**src/rtl/core/ps2m_pkg.sv**
```systemverilog
package ps2m_pkg;

  // coordinate range of the cursor
  localparam int COORD_WIDTH = 12;
  localparam int COORD_MAX   = (1 << COORD_WIDTH) - 1;

  // field widths
  localparam int BYTE_W     = 8;
  localparam int SIZE_W     = 13;
  localparam int BTN_W      = 3;
  localparam int WHEEL_W    = 4;
  localparam int CFG_IDX_W  = 2;
  localparam int CFG_DATA_W = 13;

  // width used for size and limit compares
  localparam int CMP_W = (SIZE_W > COORD_WIDTH) ? SIZE_W : COORD_WIDTH + 1;
  // signed width of cursor plus or minus a 9-bit move
  localparam int SUM_W  = COORD_WIDTH + 2;
  localparam int MOVE_W = BYTE_W + 1;

  // result payload packing
  localparam int OUT_FIELDS_W = 2 * COORD_WIDTH + BTN_W + WHEEL_W;
  localparam int OUT_DATA_W   = ((OUT_FIELDS_W + 7) / 8) * 8;

  // protocol bytes and header bits
  localparam logic [BYTE_W-1:0] ACK_BYTE   = 8'hfa;
  localparam logic [BYTE_W-1:0] SYNC_MASK  = 8'hc8;
  localparam logic [BYTE_W-1:0] SYNC_VALUE = 8'h08;
  localparam int XSIGN_POS = 4;
  localparam int YSIGN_POS = 5;

  // register indexes
  localparam logic [CFG_IDX_W-1:0] REG_SCREEN_WIDTH  = 2'd0;
  localparam logic [CFG_IDX_W-1:0] REG_SCREEN_HEIGHT = 2'd1;
  localparam logic [CFG_IDX_W-1:0] REG_WHEEL_MODE    = 2'd2;

  // register reset values
  localparam logic [SIZE_W-1:0] RESET_WIDTH  = 13'd1024;
  localparam logic [SIZE_W-1:0] RESET_HEIGHT = 13'd768;

  // result kinds
  localparam logic KIND_MOTION = 1'b0;
  localparam logic KIND_WHEEL  = 1'b1;

  // packet decode phase
  typedef enum logic [4:0] {
    PH_ACK    = 5'b00001,
    PH_HEADER = 5'b00010,
    PH_XMOVE  = 5'b00100,
    PH_YMOVE  = 5'b01000,
    PH_WHEEL  = 5'b10000
  } phase_t;

  // configuration seen by the decoder
  typedef struct packed {
    logic [SIZE_W-1:0] width;
    logic [SIZE_W-1:0] height;
    logic              wheel_mode;
    logic              recentre;
  } cfg_t;

  // largest coordinate on a screen of the given size
  function automatic logic [COORD_WIDTH-1:0] limit_of(input logic [SIZE_W-1:0] size);
    logic [CMP_W-1:0] v;
    v = (size == '0) ? '0 : CMP_W'(size) - CMP_W'(1);
    if (v > CMP_W'(COORD_MAX)) begin
      v = CMP_W'(COORD_MAX);
    end
    return v[COORD_WIDTH-1:0];
  endfunction

  // centre coordinate of a screen of the given size
  function automatic logic [COORD_WIDTH-1:0] centre_of(input logic [SIZE_W-1:0] size);
    logic [CMP_W-1:0] v;
    v = CMP_W'(size >> 1);
    if (v > CMP_W'(COORD_MAX)) begin
      v = CMP_W'(COORD_MAX);
    end
    return v[COORD_WIDTH-1:0];
  endfunction

endpackage

```
**src/rtl/core/ps2m_cfg_regs.sv**
```systemverilog
module ps2m_cfg_regs
  import ps2m_pkg::*;
(
  input  logic                  clk,
  input  logic                  rst_n,
  input  logic                  cfg_valid,
  output logic                  cfg_ready,
  input  logic [CFG_IDX_W-1:0]  cfg_index,
  input  logic [CFG_DATA_W-1:0] cfg_data,
  output cfg_t                  cfg
);

  logic [SIZE_W-1:0] width_r;
  logic [SIZE_W-1:0] height_r;
  logic              wheel_mode_r;
  logic              recentre_r;
  logic              wr_en;

  assign cfg_ready = 1'b1;
  assign wr_en     = cfg_valid && cfg_ready;

  // register writes; a size write asks the decoder to recentre
  always_ff @(posedge clk) begin
    if (!rst_n) begin
      width_r      <= RESET_WIDTH;
      height_r     <= RESET_HEIGHT;
      wheel_mode_r <= 1'b0;
      recentre_r   <= 1'b0;
    end else begin
      recentre_r <= 1'b0;
      if (wr_en) begin
        case (cfg_index)
          REG_SCREEN_WIDTH: begin
            width_r    <= cfg_data[SIZE_W-1:0];
            recentre_r <= 1'b1;
          end
          REG_SCREEN_HEIGHT: begin
            height_r   <= cfg_data[SIZE_W-1:0];
            recentre_r <= 1'b1;
          end
          REG_WHEEL_MODE: begin
            wheel_mode_r <= cfg_data[0];
          end
          default: begin
          end
        endcase
      end
    end
  end

  assign cfg.width      = width_r;
  assign cfg.height     = height_r;
  assign cfg.wheel_mode = wheel_mode_r;
  assign cfg.recentre   = recentre_r;

endmodule

```
**src/rtl/core/ps2m_in_stage.sv**
```systemverilog
module ps2m_in_stage
  import ps2m_pkg::*;
(
  input  logic              clk,
  input  logic              rst_n,
  input  logic              in_tvalid,
  output logic              in_tready,
  input  logic [BYTE_W-1:0] in_tdata,
  output logic              item_valid,
  output logic [BYTE_W-1:0] item_byte,
  input  logic              item_take
);

  logic              valid_r;
  logic [BYTE_W-1:0] byte_r;

  // room when empty or when the held byte leaves this cycle
  assign in_tready = !valid_r || item_take;

  always_ff @(posedge clk) begin
    if (!rst_n) begin
      valid_r <= 1'b0;
    end else if (in_tready) begin
      valid_r <= in_tvalid;
    end
  end

  always_ff @(posedge clk) begin
    if (in_tvalid && in_tready) begin
      byte_r <= in_tdata;
    end
  end

  assign item_valid = valid_r;
  assign item_byte  = byte_r;

endmodule

```
**src/rtl/core/ps2m_decode.sv**
```systemverilog
module ps2m_decode
  import ps2m_pkg::*;
(
  input  logic                  clk,
  input  logic                  rst_n,
  input  cfg_t                  cfg,
  input  logic                  item_valid,
  input  logic [BYTE_W-1:0]     item_byte,
  output logic                  item_take,
  output logic                  out_tvalid,
  input  logic                  out_tready,
  output logic                  out_tuser,
  output logic [OUT_DATA_W-1:0] out_tdata
);

  phase_t                  phase_r, phase_nxt;
  logic [BYTE_W-1:0]       header_r, header_nxt;
  logic [BYTE_W-1:0]       xmove_r, xmove_nxt;
  logic [COORD_WIDTH-1:0]  cur_x_r, cur_x_nxt;
  logic [COORD_WIDTH-1:0]  cur_y_r, cur_y_nxt;
  logic                    emit;
  logic                    kind;
  logic [WHEEL_W-1:0]      wheel;

  logic                    out_valid_r;
  logic                    out_kind_r;
  logic [OUT_DATA_W-1:0]   out_data_r;

  logic [MOVE_W-1:0]       dx;
  logic [MOVE_W-1:0]       dy;
  logic [SUM_W-1:0]        sum_x;
  logic [SUM_W-1:0]        sum_y;
  logic [COORD_WIDTH-1:0]  lim_x;
  logic [COORD_WIDTH-1:0]  lim_y;
  logic [COORD_WIDTH-1:0]  new_x;
  logic [COORD_WIDTH-1:0]  new_y;

  // byte moves on when the result register can take its result and no
  // recenter is pending
  assign item_take = item_valid && !cfg.recentre && (!out_valid_r || out_tready);

  // sign-extended moves and clamped cursor
  assign dx    = {header_r[XSIGN_POS], xmove_r};
  assign dy    = {header_r[YSIGN_POS], item_byte};
  assign sum_x = {2'b00, cur_x_r} + {{(SUM_W-MOVE_W){dx[MOVE_W-1]}}, dx};
  assign sum_y = {2'b00, cur_y_r} - {{(SUM_W-MOVE_W){dy[MOVE_W-1]}}, dy};
  assign lim_x = limit_of(cfg.width);
  assign lim_y = limit_of(cfg.height);

  always_comb begin
    if (sum_x[SUM_W-1]) begin
      new_x = '0;
    end else if (sum_x[SUM_W-2:0] > {1'b0, lim_x}) begin
      new_x = lim_x;
    end else begin
      new_x = sum_x[COORD_WIDTH-1:0];
    end
    if (sum_y[SUM_W-1]) begin
      new_y = '0;
    end else if (sum_y[SUM_W-2:0] > {1'b0, lim_y}) begin
      new_y = lim_y;
    end else begin
      new_y = sum_y[COORD_WIDTH-1:0];
    end
  end

  // packet phase decode
  always_comb begin
    phase_nxt  = phase_r;
    header_nxt = header_r;
    xmove_nxt  = xmove_r;
    cur_x_nxt  = cur_x_r;
    cur_y_nxt  = cur_y_r;
    emit       = 1'b0;
    kind       = KIND_MOTION;
    wheel      = '0;
    case (phase_r)
      PH_ACK: begin
        if (item_byte == ACK_BYTE) begin
          phase_nxt = PH_HEADER;
        end
      end
      PH_HEADER: begin
        if ((item_byte & SYNC_MASK) == SYNC_VALUE) begin
          header_nxt = item_byte;
          phase_nxt  = PH_XMOVE;
        end
      end
      PH_XMOVE: begin
        xmove_nxt = item_byte;
        phase_nxt = PH_YMOVE;
      end
      PH_YMOVE: begin
        phase_nxt = cfg.wheel_mode ? PH_WHEEL : PH_HEADER;
        cur_x_nxt = new_x;
        cur_y_nxt = new_y;
        emit      = 1'b1;
      end
      PH_WHEEL: begin
        phase_nxt = PH_HEADER;
        emit      = 1'b1;
        kind      = KIND_WHEEL;
        wheel     = item_byte[WHEEL_W-1:0];
      end
      default: begin
        phase_nxt = PH_ACK;
      end
    endcase
  end

  // decode state, recentered after a size write
  always_ff @(posedge clk) begin
    if (!rst_n) begin
      phase_r  <= PH_ACK;
      header_r <= '0;
      xmove_r  <= '0;
      cur_x_r  <= centre_of(RESET_WIDTH);
      cur_y_r  <= centre_of(RESET_HEIGHT);
    end else if (cfg.recentre) begin
      cur_x_r <= centre_of(cfg.width);
      cur_y_r <= centre_of(cfg.height);
    end else if (item_take) begin
      phase_r  <= phase_nxt;
      header_r <= header_nxt;
      xmove_r  <= xmove_nxt;
      cur_x_r  <= cur_x_nxt;
      cur_y_r  <= cur_y_nxt;
    end
  end

  // result register
  always_ff @(posedge clk) begin
    if (!rst_n) begin
      out_valid_r <= 1'b0;
    end else if (item_take) begin
      out_valid_r <= emit;
    end else if (out_tready) begin
      out_valid_r <= 1'b0;
    end
  end

  always_ff @(posedge clk) begin
    if (item_take && emit) begin
      out_kind_r <= kind;
      out_data_r <= OUT_DATA_W'({wheel, header_r[BTN_W-1:0], cur_y_nxt, cur_x_nxt});
    end
  end

  assign out_tvalid = out_valid_r;
  assign out_tuser  = out_kind_r;
  assign out_tdata  = out_data_r;

endmodule

```
**src/rtl/core/ps2_mouse_packet_decoder.sv**
```systemverilog
// channel   direction  payload
// in_       slave      tdata[7:0] rx_byte
// out_      master     tdata pos_x, pos_y, buttons, wheel; tuser kind
// cfg_      slave      cfg_index register, cfg_data value
//
// one byte per cycle sustained while results are taken and no recenter is
// pending; a byte passes an input register and the packet decode into the
// result register. reset (rst_n low, synchronous) returns to waiting for the
// acknowledge byte with the cursor at the screen center; no clearing pass.
// a stalled result holds the byte in the input register until it is taken.
// a screen size write holds the decode while its recenter strobe is high.
module ps2_mouse_packet_decoder
  import ps2m_pkg::*;
(
  input  logic                  clk,
  input  logic                  rst_n,
  input  logic                  in_tvalid,
  output logic                  in_tready,
  input  logic [BYTE_W-1:0]     in_tdata,    // [7:0] rx_byte
  output logic                  out_tvalid,
  input  logic                  out_tready,
  output logic [OUT_DATA_W-1:0] out_tdata,   // [11:0] pos_x, [23:12] pos_y,
                                             // [26:24] buttons, [30:27] wheel
  output logic                  out_tuser,   // [0] kind
  input  logic                  cfg_valid,
  output logic                  cfg_ready,
  input  logic [CFG_IDX_W-1:0]  cfg_index,
  input  logic [CFG_DATA_W-1:0] cfg_data
);

  cfg_t              cfg;
  logic              item_valid;
  logic [BYTE_W-1:0] item_byte;
  logic              item_take;

  ps2m_cfg_regs u_cfg (
    .clk       (clk),
    .rst_n     (rst_n),
    .cfg_valid (cfg_valid),
    .cfg_ready (cfg_ready),
    .cfg_index (cfg_index),
    .cfg_data  (cfg_data),
    .cfg       (cfg)
  );

  ps2m_in_stage u_in (
    .clk        (clk),
    .rst_n      (rst_n),
    .in_tvalid  (in_tvalid),
    .in_tready  (in_tready),
    .in_tdata   (in_tdata),
    .item_valid (item_valid),
    .item_byte  (item_byte),
    .item_take  (item_take)
  );

  ps2m_decode u_dec (
    .clk        (clk),
    .rst_n      (rst_n),
    .cfg        (cfg),
    .item_valid (item_valid),
    .item_byte  (item_byte),
    .item_take  (item_take),
    .out_tvalid (out_tvalid),
    .out_tready (out_tready),
    .out_tuser  (out_tuser),
    .out_tdata  (out_tdata)
  );

endmodule
```
**config.mk**
```make
export PLATFORM = sky130hd
export DESIGN_NAME = ps2_mouse_packet_decoder
export DESIGN_NICKNAME = d
export VERILOG_FILES = /design/src/rtl/core/ps2m_pkg.sv /design/src/rtl/core/ps2m_cfg_regs.sv /design/src/rtl/core/ps2m_in_stage.sv /design/src/rtl/core/ps2m_decode.sv /design/src/rtl/core/ps2_mouse_packet_decoder.sv
export SDC_FILE = /design/constraint.sdc
export NUM_CORES = 1
export LEC_CHECK = 0
export BUFFER_PORTS_ARGS = -buffer_cell sky130_fd_sc_hd__buf_2
export CORE_ASPECT_RATIO = 0.5
export CORE_MARGIN = 2
export CORE_UTILIZATION = 55
export CTS_BUF_LIST = sky130_fd_sc_hd__clkbuf_16
export DETAILED_ROUTE_END_ITERATION = 8
export GPL_TIMING_DRIVEN = 0
export HOLD_SLACK_MARGIN = 0.05
export PLACE_DENSITY = 0.74
export SYNTH_ARGS = -nofsm -noshare
export SYNTH_HDL_FRONTEND = slang
export SYNTH_HIERARCHICAL = 1
export SYNTH_SLANG_ARGS = --single-unit
```
**constraint.sdc**
```tcl
create_clock -name clk -period 3.75 [get_ports clk]
set_input_delay 0.375 -clock clk [delete_from_list [all_inputs] [get_ports clk]]
set_output_delay 0.375 -clock clk [all_outputs]
set_load 0.02 [all_outputs]
```
==> Flow_metrics.wiki, run 1 <==
{| class="wikitable"
! Metric !! Value
|-
| Wire length on met3 || 1.78 mm
|-
| Register area || 0.00265 sq mm
|-
| Core area || 0.0128 sq mm
|-
| Worst setup timing slack at the placement stage || -684 ps
|-
| Type of the worst setup path || flip-flop to flip-flop
|-
| Antenna Violating Nets Remaining || 0
|-
| Via count of the first global-routing pass || 6216
|-
| Hold crit path type || primary input to flip-flop
|-
| Period Utilization, post-route || 1.06
|-
| PnR worst setup slack || -219 ps
|-
| Area of the multi-input gates || between 0.004 and 0.005 sq mm
|-
| Filler Cell Count || 1019
|-
| HPWL after detailed placement || 14.9 mm
|-
| Power density over cell area || between 300 and 400 mW/mm^2
|-
| Worst IR drop on VDD || 0.216 mV
|-
| Count of state elements after synthesis || 112
|-
| Via count || 6818
|-
| Highest metal layer with signal wires || met4
|-
| Chip Height || about 85 microns
|-
| Proportion of synthesized chip area in sequential cells || 0.365
|-
| Launch instance of the worst min-delay path || in_tdata[5]
|-
| Worst Setup End Kind || flip-flop
|-
| Count of placed standard cells including taps || 1059
|-
| Number of slew-limit violations in the final report || 0
|-
| Count of unresolved DRC violations after routing || 0
|-
| Number of cell rows || 29
|-
| Avg Synthesized Cell Area || 8.75 sq um
|-
| Number of antenna violations at the first check in global routing || 0
|-
| Count of buffers inserted at the top-level ports || 60
|-
| Initial standard-cell utilization of the core || 0.567
|-
| Count of mapped cells out of synthesis || 828
|-
| Number of antenna cells inserted || 0
|-
| Wire length of the first global-routing pass || 31.6 mm
|-
| Setup violators final || 33
|-
| Leading cell types by total area after synthesis || dfxtp_1 20%, edfxtp_1 17%, ha_1 9.0%
|-
| GRT Resource Usage Total || 0.283
|-
| Count of nets after finishing || 1017
|-
| Shortest period the worst path allows || 3970 ps
|-
| Synth warnings || 6
|-
| Wire length after detailed routing || 21.0 mm
|-
| Final-report hold violation count || 0
|-
| Ratio of routed vias to standard cells || just over 6
|-
| Post-synthesis cell type count || 80
|-
| Horiz. Die Dim || 166 microns
|-
| Largest net degree at the start of global routing || 23
|-
| Number of nets in the synthesized netlist || 910
|-
| Clock buffer count from CTS || 9
|-
| Failing checks || setup timing
|-
| Predominant post-synthesis flop cell || dfxtp_1
|-
| Layout Utilization || 0.695
|-
| FMAX || 252 MHz
|-
| Rel. slew slack || 0.316
|-
| Layout Area Growth over Synthesis || 22.6%
|-
| Clock root buffer || clkbuf_16
|-
| Overflow left after global routing || 0
|-
| Fraction of registers with async set or reset after synthesis || 0
|-
| TritonCTS clock tree || yes
|-
| Clock H-tree levels || 3
|-
| Highest net fanout along the worst path || 6
|-
| Final GP Congestion || 0.921
|-
| Endpoint arrival time on the critical path || slightly above 4000 ps
|-
| Commonest cells post-synth || 88 x nand2_1, 72 x dfxtp_1, 64 x o21ai_0
|-
| Yosys top cell area share || 0.199
|-
| Non-filler instance count after layout || 1110
|-
| Clock network latency to the later pin of the worst-skew pair || 350 ps
|-
| Post-DR wirelength/cell || 18.9 microns
|-
| Worst-margin pin slew || 1010 ps
|-
| Setup repair after global routing missed its margin || yes
|-
| Register clock-pin slew on the reported worst setup and hold paths || ~80 ps
|-
| Post-place instance area || between 0.007 and 0.008 sq mm
|-
| Post-Synthesis Cell Area || about 0.0072 sq mm
|-
| Post-route cell area || 0.00888 sq mm
|-
| Number of max-cap violations || 0
|-
| Worst endpoint required time || 3860 ps
|-
| Most frequent cell after synthesis || nand2_1
|-
| 1st-pass router iterations || 5
|-
| Die Area || roughly 0.014 sq mm
|-
| Leakage power || 3.70 nW
|-
| Run status || finished, violations left
|-
| Library cell with the largest summed area after synthesis || dfxtp_1
|-
| Post-Route Skew || 8.00 ps
|-
| Fraction of layout instances using a drive strength above 1 || 0.257
|-
| TritonCTS Sinks || 112
|-
| Met1 wire length || 9.30 mm
|-
| Critical Path Source Type || flip-flop
|-
| Buffers from clock root to sink, at most || 2
|-
| Met2 Wirelength || 9.34 mm
|-
| Number of top-level pins || 64
|-
| Startpoint of the worst register-to-register path || u_cfg/width_r[6]$_SDFFE_PN0P_
|-
| Number of enable flip-flop cells after synthesis || 40
|-
| Crit. Startpoint || u_cfg/width_r[6]$_SDFFE_PN0P_
|-
| Starting DRT DRC Count || 716
|}
==> report_power, final <==
part | internal, mW | total, mW | switching (mW) | leakage [nW]
registers | 1.27 | 1.30 | 0.0291 | 0.962
clock network | 0.465 | 0.946 | 0.481 | 0.143
logic | 0.355 | 0.765 | 0.410 | 2.60
total | 2.09 | 3.01 | 0.921 | 3.70
==> routing by layer <==
layer / vias to the layer above / GRT usage
li1: 3217 / -
met1: 3257 / 0.392
met2: 299 / 0.450
met3: 45 / 0.0508
met4: 0 / 0.103
met5: - / 0
==> placed cells by master (no fill, tap or decap), drive strengths merged, types with 17 or more instances in the layout <==
cell    synthesis  layout
nand2          89      89
a22oi          19      19
ha             52      52
buf            10     107
dfxtp          72      72
a21o           17      17
edfxtp         40      40
xnor2          19      19
a21oi          56      56
nor3           20      20
nor2           60      60
inv            47      50
nor2b          17      17
clkbuf         26      34
o21ai          70      70
mux2i          34      34
==> what timing repair did <==
item	in CTS	in global routing
hold buffers	0	0
pin swaps	23	29
resized for setup	71	76
endpoints found under the setup margin	48	48
buffers inserted	26	9
==> state kept, by name, indices dropped and copies added (netlist names) <==
register,flops
u_dec/cur_y_r,12
u_dec/header_r,5
u_cfg/height_r,13
u_dec/out_tuser,1
u_cfg/width_r,13
u_cfg/wheel_mode_r,1
u_dec/cur_x_r,12
u_in/item_byte,8
u_dec/phase_r,5
u_dec/out_tdata,31
u_dec/xmove_r,8
u_in/item_valid,1
u_cfg/recentre_r,1
u_dec/out_tvalid,1
==> worst max-delay path: stages, from the launching register on <==
cell,delay [ps]
dfxtp_4,360
nor4_4,290
or4b_4,500
or3_4,400
o21ai_2,130
a21boi_2,180
ha_1,250
nor2b_1,140
o2111ai_1,180
a31o_2,210
a31oi_4,110
or3_1,350
buf_6,170
mux2i_1,170
o21a_1,210
inv_1,60
==> final timing paths <==
| path | to | slack [ps] | depth (start not counted) |
|---|---|---|---|
| setup / recovery | u_dec/out_tdata[10]$_DFFE_PP_ | -220 | 15 |
| hold / removal | u_in/item_byte[5]$_DFFE_PP_ | 190 | 1 |
| setup reg to reg | u_dec/out_tdata[10]$_DFFE_PP_ | -220 | 15 |
| hold reg to reg | u_dec/out_tdata[24]$_DFFE_PP_ | 440 | 0 |
==> logic make-up after synthesis <==
kind of cell | Yosys count | share of synthesized area
AND/OR/NAND/NOR | 280 | 0.202
multiplexers | 39 | 0.0553
XOR/XNOR | 28 | 0.0339
adder cells (fa/ha/maj) | 54 | 0.0954
AO/OA/AOI/OAI | 230 | 0.201
flip-flops | 112 | 0.365
buffers and inverters | 83 | 0.0472
other | 2 | 0.00104
==> stage by stage <==
| step | setup TNS, ps | power (mW) | hold slack, ps |
|---|---|---|---|
| after floorplan | -60.7 | 1.72 | 408 |
| after global placement | -31880 | 1.83 | 418 |
| after detailed placement | -18870 | 1.85 | 429 |
| after CTS | -987 | 2.90 | 181 |
| after global routing | -9730 | 3.12 | 181 |
| final | -2800 | 3.01 | 194 |
==> area by class of cell <==
class,count,area share
Tap cell,170,0.0240
Sequential cell,112,0.299
Clock buffer,9,0.0254
Inverter,47,0.0199
Clock inverter,7,0.00704
Timing Repair Buffer,96,0.0713
Buffer,36,0.0213
Multi-Input combinational cell,633,0.532
(Power assumes the default switching activity.)
==> run 2: changes to the inputs <==
CORE_UTILIZATION = 41   (was 55)
PLACE_DENSITY = 0.58   (was 0.74)
==> run 2 against run 1 <==
Net effect: the run still ends with setup timing left; clock power down 2%; final area up 2.9%; critical path depth up 2; global-route usage down 5.2 points; register-to-register slack better by 50 ps; sequential share of layout area down 0.85 points; critical path type unchanged.
==> Flow_metrics.wiki, run 2 (synthesis gave the netlist of run 1 again) <==
{| class="wikitable"
! Metric !! Value
|-
| Run status || finished, violations left
|-
| Failing checks || setup timing
|-
| Worst-margin pin slew || 1010 ps (-2.94 ps)
|-
| Slowest stage cell on the critical path || dfxtp_1
|-
| Non-filler instance count after layout || 1180 (+6.3%)
|-
| Clock network latency to the later pin of the worst-skew pair || 360 ps (about the same)
|-
| Number of antenna cells inserted || 0 (unchanged)
|-
| Worst setup timing slack at the placement stage || -885 ps (-201 ps)
|-
| Startpoint of the worst register-to-register path || u_cfg/height_r[0]$_SDFFE_PN0P_
|-
| Register area || 0.00265 sq mm (unchanged)
|-
| Fraction of layout instances using a drive strength above 1 || 0.277 (+0.0195)
|-
| Gate family responsible for the most delay along the worst path || compound AO/OA/AOI/OAI gates
|-
| Final GP Congestion || 0.888 (-3.6%)
|-
| Highest net fanout along the worst path || 5 (-1)
|-
| Count of placed standard cells including taps || 1123 (+6.0%)
|-
| Flip-flop count of the largest register, all copies and words added || 31 (unchanged)
|-
| TritonCTS Sinks || 112 (unchanged)
|-
| Net switching power || 0.938 mW (+1.9%)
|-
| Number of cell rows || 34 (+17%)
|-
| Setup repair after global routing missed its margin || yes
|-
| Wire length of the first global-routing pass || 33.5 mm (+6.0%)
|-
| Chip Height || 98.0 microns (+15%)
|-
| Via count of the first global-routing pass || 6167 (-0.79%)
|-
| 1st-pass router iterations || 5 (unchanged)
|-
| Wire length after detailed routing || 21.7 mm (+3.3%)
|-
| Horiz. Die Dim || 192 microns (+15%)
|-
| Worst endpoint required time || 3820 ps (-40 ps)
|-
| Critical Path Source Type || flip-flop
|-
| HPWL after detailed placement || 15.9 mm (+6.0%)
|-
| Post-Route Skew || 12.9 ps (+4.88 ps)
|-
| Delay of the slowest cell on the worst path || 400 ps (-100 ps)
|-
| Layout Area Growth over Synthesis || 26.2%
|-
| Crit. Startpoint || u_cfg/height_r[0]$_SDFFE_PN0P_
|-
| Final-report hold violation count || 0 (unchanged)
|-
| Count of nets after finishing || 1023 (+0.59%)
|-
| Overflow left after global routing || 0 (unchanged)
|-
| Via count || 6628 (-2.8%)
|-
| TritonCTS clock tree || yes
|-
| Most frequent cells in the layout || 87 x nand2_1, 67 x dfxtp_1, 63 x buf_2, 47 x nor2_1, 44 x ha_1
|-
| Net Sw Frac || 0.307 (+0.00127)
|-
| Initial standard-cell utilization of the core || 0.418 (-0.149)
|-
| Setup violators final || 32 (-3.0%)
|-
| Filler Cell Count || 1583 (+55%)
|-
| Worst path bufs/invs || 4 (+2)
|-
| Proportion of power drawn by combinational gates || 0.270 (+0.016)
|-
| Buffers from clock root to sink, at most || 2 (unchanged)
|-
| Area of the multi-input gates || 0.00488 sq mm (+3.1%)
|-
| Period Utilization, post-route || 1.04 (-0.0134)
|-
| Rel. slew slack || 0.318 (+0.00199)
|-
| Count of unresolved DRC violations after routing || 0 (unchanged)
|-
| Post-DR wirelength/cell || 18.4 microns (-2.8%)
|-
| Starting DRT DRC Count || 490 (-32%)
|-
| GRT Resource Usage Total || 0.231 (-0.0523)
|-
| Power density over cell area || 334 mW/mm^2 (-1.5%)
|-
| Count of buffers inserted at the top-level ports || 60 (unchanged)
|-
| Number of antenna violations at the first check in global routing || 0 (unchanged)
|-
| Core area || 0.0173 sq mm (+36%)
|-
| Hold bufs inserted after CTS || 0 (unchanged)
|-
| Clock root buffer || clkbuf_16
|-
| Number of max-cap violations || 0 (unchanged)
|-
| Clock H-tree levels || 3 (unchanged)
|-
| Launch instance of the worst min-delay path || in_tdata[2]
|-
| Relative contribution of the clock network to total power || 0.304 (-0.010)
|-
| Relative contribution of sequential cells to total power || 0.426 (-0.006)
|-
| FMAX || 255 MHz (+1.3%)
|-
| Ratio of routed vias to standard cells || 5.62 (-8.6%)
|-
| Cell chain of the critical path || inv_1 -> ha_1 -> nand3b_1 -> nand2b_1 -> nor4_4 -> o21ai_0 -> inv_1 -> ha_1 -> a21o_1 -> a21o_1 -> a211oi_1 -> o21ai_1 -> a22oi_2 -> buf_6 -> buf_4 -> mux2i_4 -> o21ai_1
|-
| Most common cell after layout, fill and taps aside || nand2_1
|-
| Register clock-pin slew on the reported worst setup and hold paths || 80 ps (about the same)
|-
| Shortest period the worst path allows || 3920 ps (-50.2 ps)
|-
| Number of slew-limit violations in the final report || 0 (unchanged)
|-
| Type of the worst setup path || flip-flop to flip-flop
|-
| Endpoint arrival time on the critical path || 3990 ps (-90 ps)
|-
| Largest net degree at the start of global routing || 24 (+4.3%)
|-
| Worst IR drop on VDD || 0.221 mV (+2.5%)
|-
| Number of top-level pins || 64 (unchanged)
|-
| Die Area || 0.0188 sq mm (+33%)
|-
| PnR worst setup slack || -169 ps (+50.2 ps)
|-
| Clock buffer count from CTS || 9 (unchanged)
|-
| Worst Setup End Kind || flip-flop
|-
| Leakage power || 3.76 nW (+1.5%)
|-
| Antenna Violating Nets Remaining || 0 (unchanged)
|-
| Internal power summed over all cells || 2.12 mW (+1.2%)
|-
| Hold crit path type || primary input to flip-flop
|}
## run 2: path summary, 6_finish.rpt
kind                                         to  slack, ps  depth (start not counted)
hold reg to reg   u_dec/out_tdata[24]$_DFFE_PP_        440                          0
setup / recovery  u_dec/out_tdata[20]$_DFFE_PP_       -170                         17
setup reg to reg  u_dec/out_tdata[20]$_DFFE_PP_       -170                         17
hold / removal      u_in/item_byte[2]$_DFFE_PP_        200                          1
## run 2: layout make-up
| cell class | instances | area share |
|---|---|---|
| plain buffers | 35 | 0.0213 |
| clock buffers | 9 | 0.0246 |
| clock inverters | 7 | 0.00534 |
| inverters | 47 | 0.0196 |
| multi-input cells | 633 | 0.533 |
| flip-flops and latches | 112 | 0.290 |
| well taps | 234 | 0.0320 |
| repair buffers | 103 | 0.0734 |
## run 2: power by group through the flow
stage                     Sequential, mW  Clock, mW  Combinational (mW)
after global placement              1.33          0               0.519
final                               1.30      0.930               0.824
after floorplan                     1.32          0               0.398
after global routing                1.31      0.990               0.887
after detailed placement            1.33          0               0.525
after CTS                           1.30      0.948               0.659
## run 2: per-stage QoR
stage          area [sq um]   util  hold slack (ps)  total power [mW]  setup TNS [ps]
2_1_floorplan          7280      -              408              1.72           -60.7
3_3_place_gp           7880  0.455              421              1.85          -48780
3_5_place_dp           7910  0.457              421              1.86          -23150
4_1_cts                8620  0.498              189              2.91           -1920
5_1_grt                9140  0.528              188              3.18           -9580
6_report               9140  0.528              199              3.06           -2990
## run 2: what timing repair did
action | 4_1_cts | 5_1_grt
endpoints found under the setup margin | 48 | 48
cloned | 1 | 0
gates resized for setup | 77 | 110
buffers inserted | 22 | 21
endpoints found under the hold margin | 0 | 0
pin swaps | 34 | 48
## run 2: layer usage
| metal | wire length [microns] | global-route usage | share of wire |
|---|---|---|---|
| met5 | 0 | 0 | 0 |
| met4 | 319 | 0.0581 | 0.015 |
| met3 | 1430 | 0.0359 | 0.066 |
| met2 | 9620 | 0.359 | 0.44 |
| met1 | 10300 | 0.336 | 0.48 |
==> run 3: changes to the inputs <==
PLACE_DENSITY = 0.55   (was 0.58)
clock period = 4.3 ns   (was 3.75 ns; I/O delays follow)
==> run 3 against run 2 <==
Net effect: the run now ends clean; clock power fell by 8.8%; final area is 8.8% lower; maximum frequency down 5.5%; critical path depth stayed put; clock-buffer cell count is 1 higher; sequential cell count is the same; first-iteration DRC count is 2.2% higher; worst hold slack improved by 56 ps; sequential share of layout area increased by 2.7 points; final cell count is 3.0% lower; wire length decreased by 5.0%; critical endpoint unchanged; highest routed layer unchanged.
==> Flow_metrics.wiki, run 3 (synthesis gave the netlist of run 1 again) <==
{| class="wikitable"
! Metric !! Value
|-
| Run status || finished, final reports clean
|-
| Via count of the first global-routing pass || 5908 (-4.2%)
|-
| Shortest period the worst path allows || 4150 ps (+229 ps)
|-
| Delay of the slowest cell on the worst path || 450 ps (+50 ps)
|-
| Wire length after detailed routing || 20.6 mm (-5.0%)
|-
| Total power of the final layout || 2.49 mW (-19%)
|-
| Most frequent cells in the layout || 88 x nand2_1, 71 x dfxtp_1, 64 x buf_2, 62 x o21ai_0, 57 x nor2_1
|-
| Overflow left after global routing || 0 (unchanged)
|-
| Clock H-tree levels || 3 (unchanged)
|-
| Non-filler instance count after layout || 1145 (-3.0%)
|-
| Number of antenna cells inserted || 0 (unchanged)
|-
| Final-report hold violation count || 0 (unchanged)
|-
| Layout Utilization || 0.482 (-0.0463)
|-
| Cell chain of the critical path || inv_4 -> ha_1 -> nor2b_1 -> o2111a_2 -> or3_4 -> a31o_2 -> a21oi_2 -> xor2_1 -> ha_1 -> a21oi_2 -> o211a_1 -> o21ai_0 -> a22oi_2 -> buf_6 -> buf_12 -> mux2i_1 -> o21ai_0
|-
| Endpoint arrival time on the critical path || 4230 ps (+240 ps)
|-
| Slowest stage cell on the critical path || edfxtp_1
|-
| TritonCTS Sinks || 112 (unchanged)
|-
| Post-place instance area || 0.00786 sq mm (-0.52%)
|-
| Count of buffers inserted at the top-level ports || 60 (unchanged)
|-
| Post-Route Skew || 16.0 ps (+3.12 ps)
|-
| Hold crit path type || primary input to flip-flop
|-
| Horiz. Die Dim || 192 microns (unchanged)
|-
| Number of slew-limit violations in the final report || 0 (unchanged)
|-
| Starting DRT DRC Count || 501 (+2.2%)
|-
| Period Utilization, post-route || 0.965 (-0.0804)
|-
| Launch instance of the worst min-delay path || in_tdata[2]
|-
| Flip-flop count of the largest register, all copies and words added || 31 (unchanged)
|-
| Worst Setup End Kind || flip-flop
|-
| Worst setup timing slack at the placement stage || -519 ps (+366 ps)
|-
| FMAX || 241 MHz (-5.5%)
|-
| PnR worst setup slack || 153 ps (+321 ps)
|-
| Layout Area Growth over Synthesis || 15.1%
|-
| Clock network latency to the later pin of the worst-skew pair || 350 ps (about the same)
|-
| Buffers from clock root to sink, at most || 2 (unchanged)
|-
| Fraction of layout instances using a drive strength above 1 || 0.158 (-0.119)
|-
| Wire length of the first global-routing pass || 32.0 mm (-4.5%)
|-
| Clock buffer count from CTS || 9 (unchanged)
|-
| Type of the worst setup path || flip-flop to flip-flop
|-
| Count of nets after finishing || 988 (-3.4%)
|-
| HPWL after detailed placement || 16.0 mm (+0.99%)
|-
| Crit. Startpoint || u_in/item_byte[1]$_DFFE_PP_
|-
| Power density over cell area || 298 mW/mm^2 (-11%)
|-
| Startpoint of the worst register-to-register path || u_in/item_byte[1]$_DFFE_PP_
|-
| Final GP Congestion || 0.857 (-3.5%)
|-
| Number of cell rows || 34 (unchanged)
|-
| Highest net fanout along the worst path || 4 (-1)
|-
| Register clock-pin slew on the reported worst setup and hold paths || 80 ps (about the same)
|-
| Post-route cell area || 0.00834 sq mm (-8.8%)
|-
| Most common cell after layout, fill and taps aside || nand2_1
|-
| Antenna Violating Nets Remaining || 0 (unchanged)
|-
| TritonCTS clock tree || yes
|-
| GRT Resource Usage Total || 0.222 (-0.00921)
|-
| Die Area || 0.0188 sq mm (unchanged)
|-
| Leakage power || 3.54 nW (-5.7%)
|-
| Core area || 0.0173 sq mm (unchanged)
|-
| Chip Height || 98.0 microns (unchanged)
|-
| Worst-margin pin slew || 1020 ps (+8.40 ps)
|-
| Count of placed standard cells including taps || 1123 (unchanged)
|-
| Setup violators final || 0 (-100%)
|-
| Rel. slew slack || 0.312 (-0.00568)
|-
| Initial standard-cell utilization of the core || 0.418 (unchanged)
|-
| Largest net degree at the start of global routing || 20 (-17%)
|-
| Setup repair after global routing missed its margin || yes
|-
| Worst IR drop on VDD || 0.195 mV (-12%)
|-
| Post-DR wirelength/cell || 18.0 microns (-2.1%)
|-
| Gate family responsible for the most delay along the worst path || compound AO/OA/AOI/OAI gates
|-
| Via count || 6373 (-3.8%)
|-
| Ratio of routed vias to standard cells || 5.57 (-0.91%)
|-
| Clock root buffer || clkbuf_16
|-
| 1st-pass router iterations || 5 (unchanged)
|-
| Worst endpoint required time || 4380 ps (+560 ps)
|-
| Number of max-cap violations || 0 (unchanged)
|-
| Worst path bufs/invs || 3 (-1)
|-
| Number of top-level pins || 64 (unchanged)
|-
| Number of antenna violations at the first check in global routing || 0 (unchanged)
|-
| Count of unresolved DRC violations after routing || 0 (unchanged)
|-
| Critical Path Source Type || flip-flop
|}
==> run 3: timing repair <==
item,CTS,global route
endpoints found under the hold margin,0,0
setup buffers,2,5
hold buffers,0,0
gates resized for setup,6,25
pin swaps,1,6
cloned,0,0
setup endpoints to repair,24,33
==> run 3: layout make-up <==
cell class / instances / area (sq um)
clock buffers: 10 / 250
fillers: 1688 / 8970
clock inverters: 6 / 42.5
inverters: 47 / 179
multi-input cells: 633 / 4380
repair buffers: 68 / 389
plain buffers: 35 / 168
well taps: 234 / 293
flip-flops and latches: 112 / 2640
==> run 3: worst paths after layout <==
path | depth (start not counted) | slack, ps | to
min | 1 | 260 | u_in/item_byte[2]$_DFFE_PP_
max | 17 | 150 | u_dec/out_tdata[20]$_DFFE_PP_
min reg2reg | 0 | 440 | u_dec/out_tdata[24]$_DFFE_PP_
max reg2reg | 17 | 150 | u_dec/out_tdata[20]$_DFFE_PP_
==> run 3: power breakdown <==
| group | switching [mW] | internal [mW] |
|---|---|---|
| logic | 0.284 | 0.218 |
| clock network | 0.415 | 0.434 |
| registers | 0.0252 | 1.11 |
| total | 0.724 | 1.76 |
==> run 3: through the flow <==
step           setup TNS, ps  hold WS [ps]
6_report                   0           255
5_1_grt                -59.8           244
4_1_cts                    0           249
3_5_place_dp           -5320           428
3_3_place_gp          -18890           421
2_1_floorplan              0           408
==> run 3: worst reg2reg max path, cell delays in order (launching register included) <==
cell	delay, ps
edfxtp_1	450
inv_4	100
ha_1	220
nor2b_1	140
o2111a_2	270
or3_4	420
a31o_2	260
a21oi_2	150
xor2_1	220
ha_1	300
a21oi_2	180
o211a_1	150
o21ai_0	100
a22oi_2	250
buf_6	170
buf_12	110
mux2i_1	270
o21ai_0	130
==> run 3: metal layers <==
metal | global-route usage | vias up | part of all wire
met5 | 0 | - | 0
met4 | 0.0393 | 0 | 0.0085
met3 | 0.0288 | 13 | 0.044
met2 | 0.342 | 155 | 0.43
met1 | 0.334 | 3049 | 0.51
li1 | - | 3156 | -
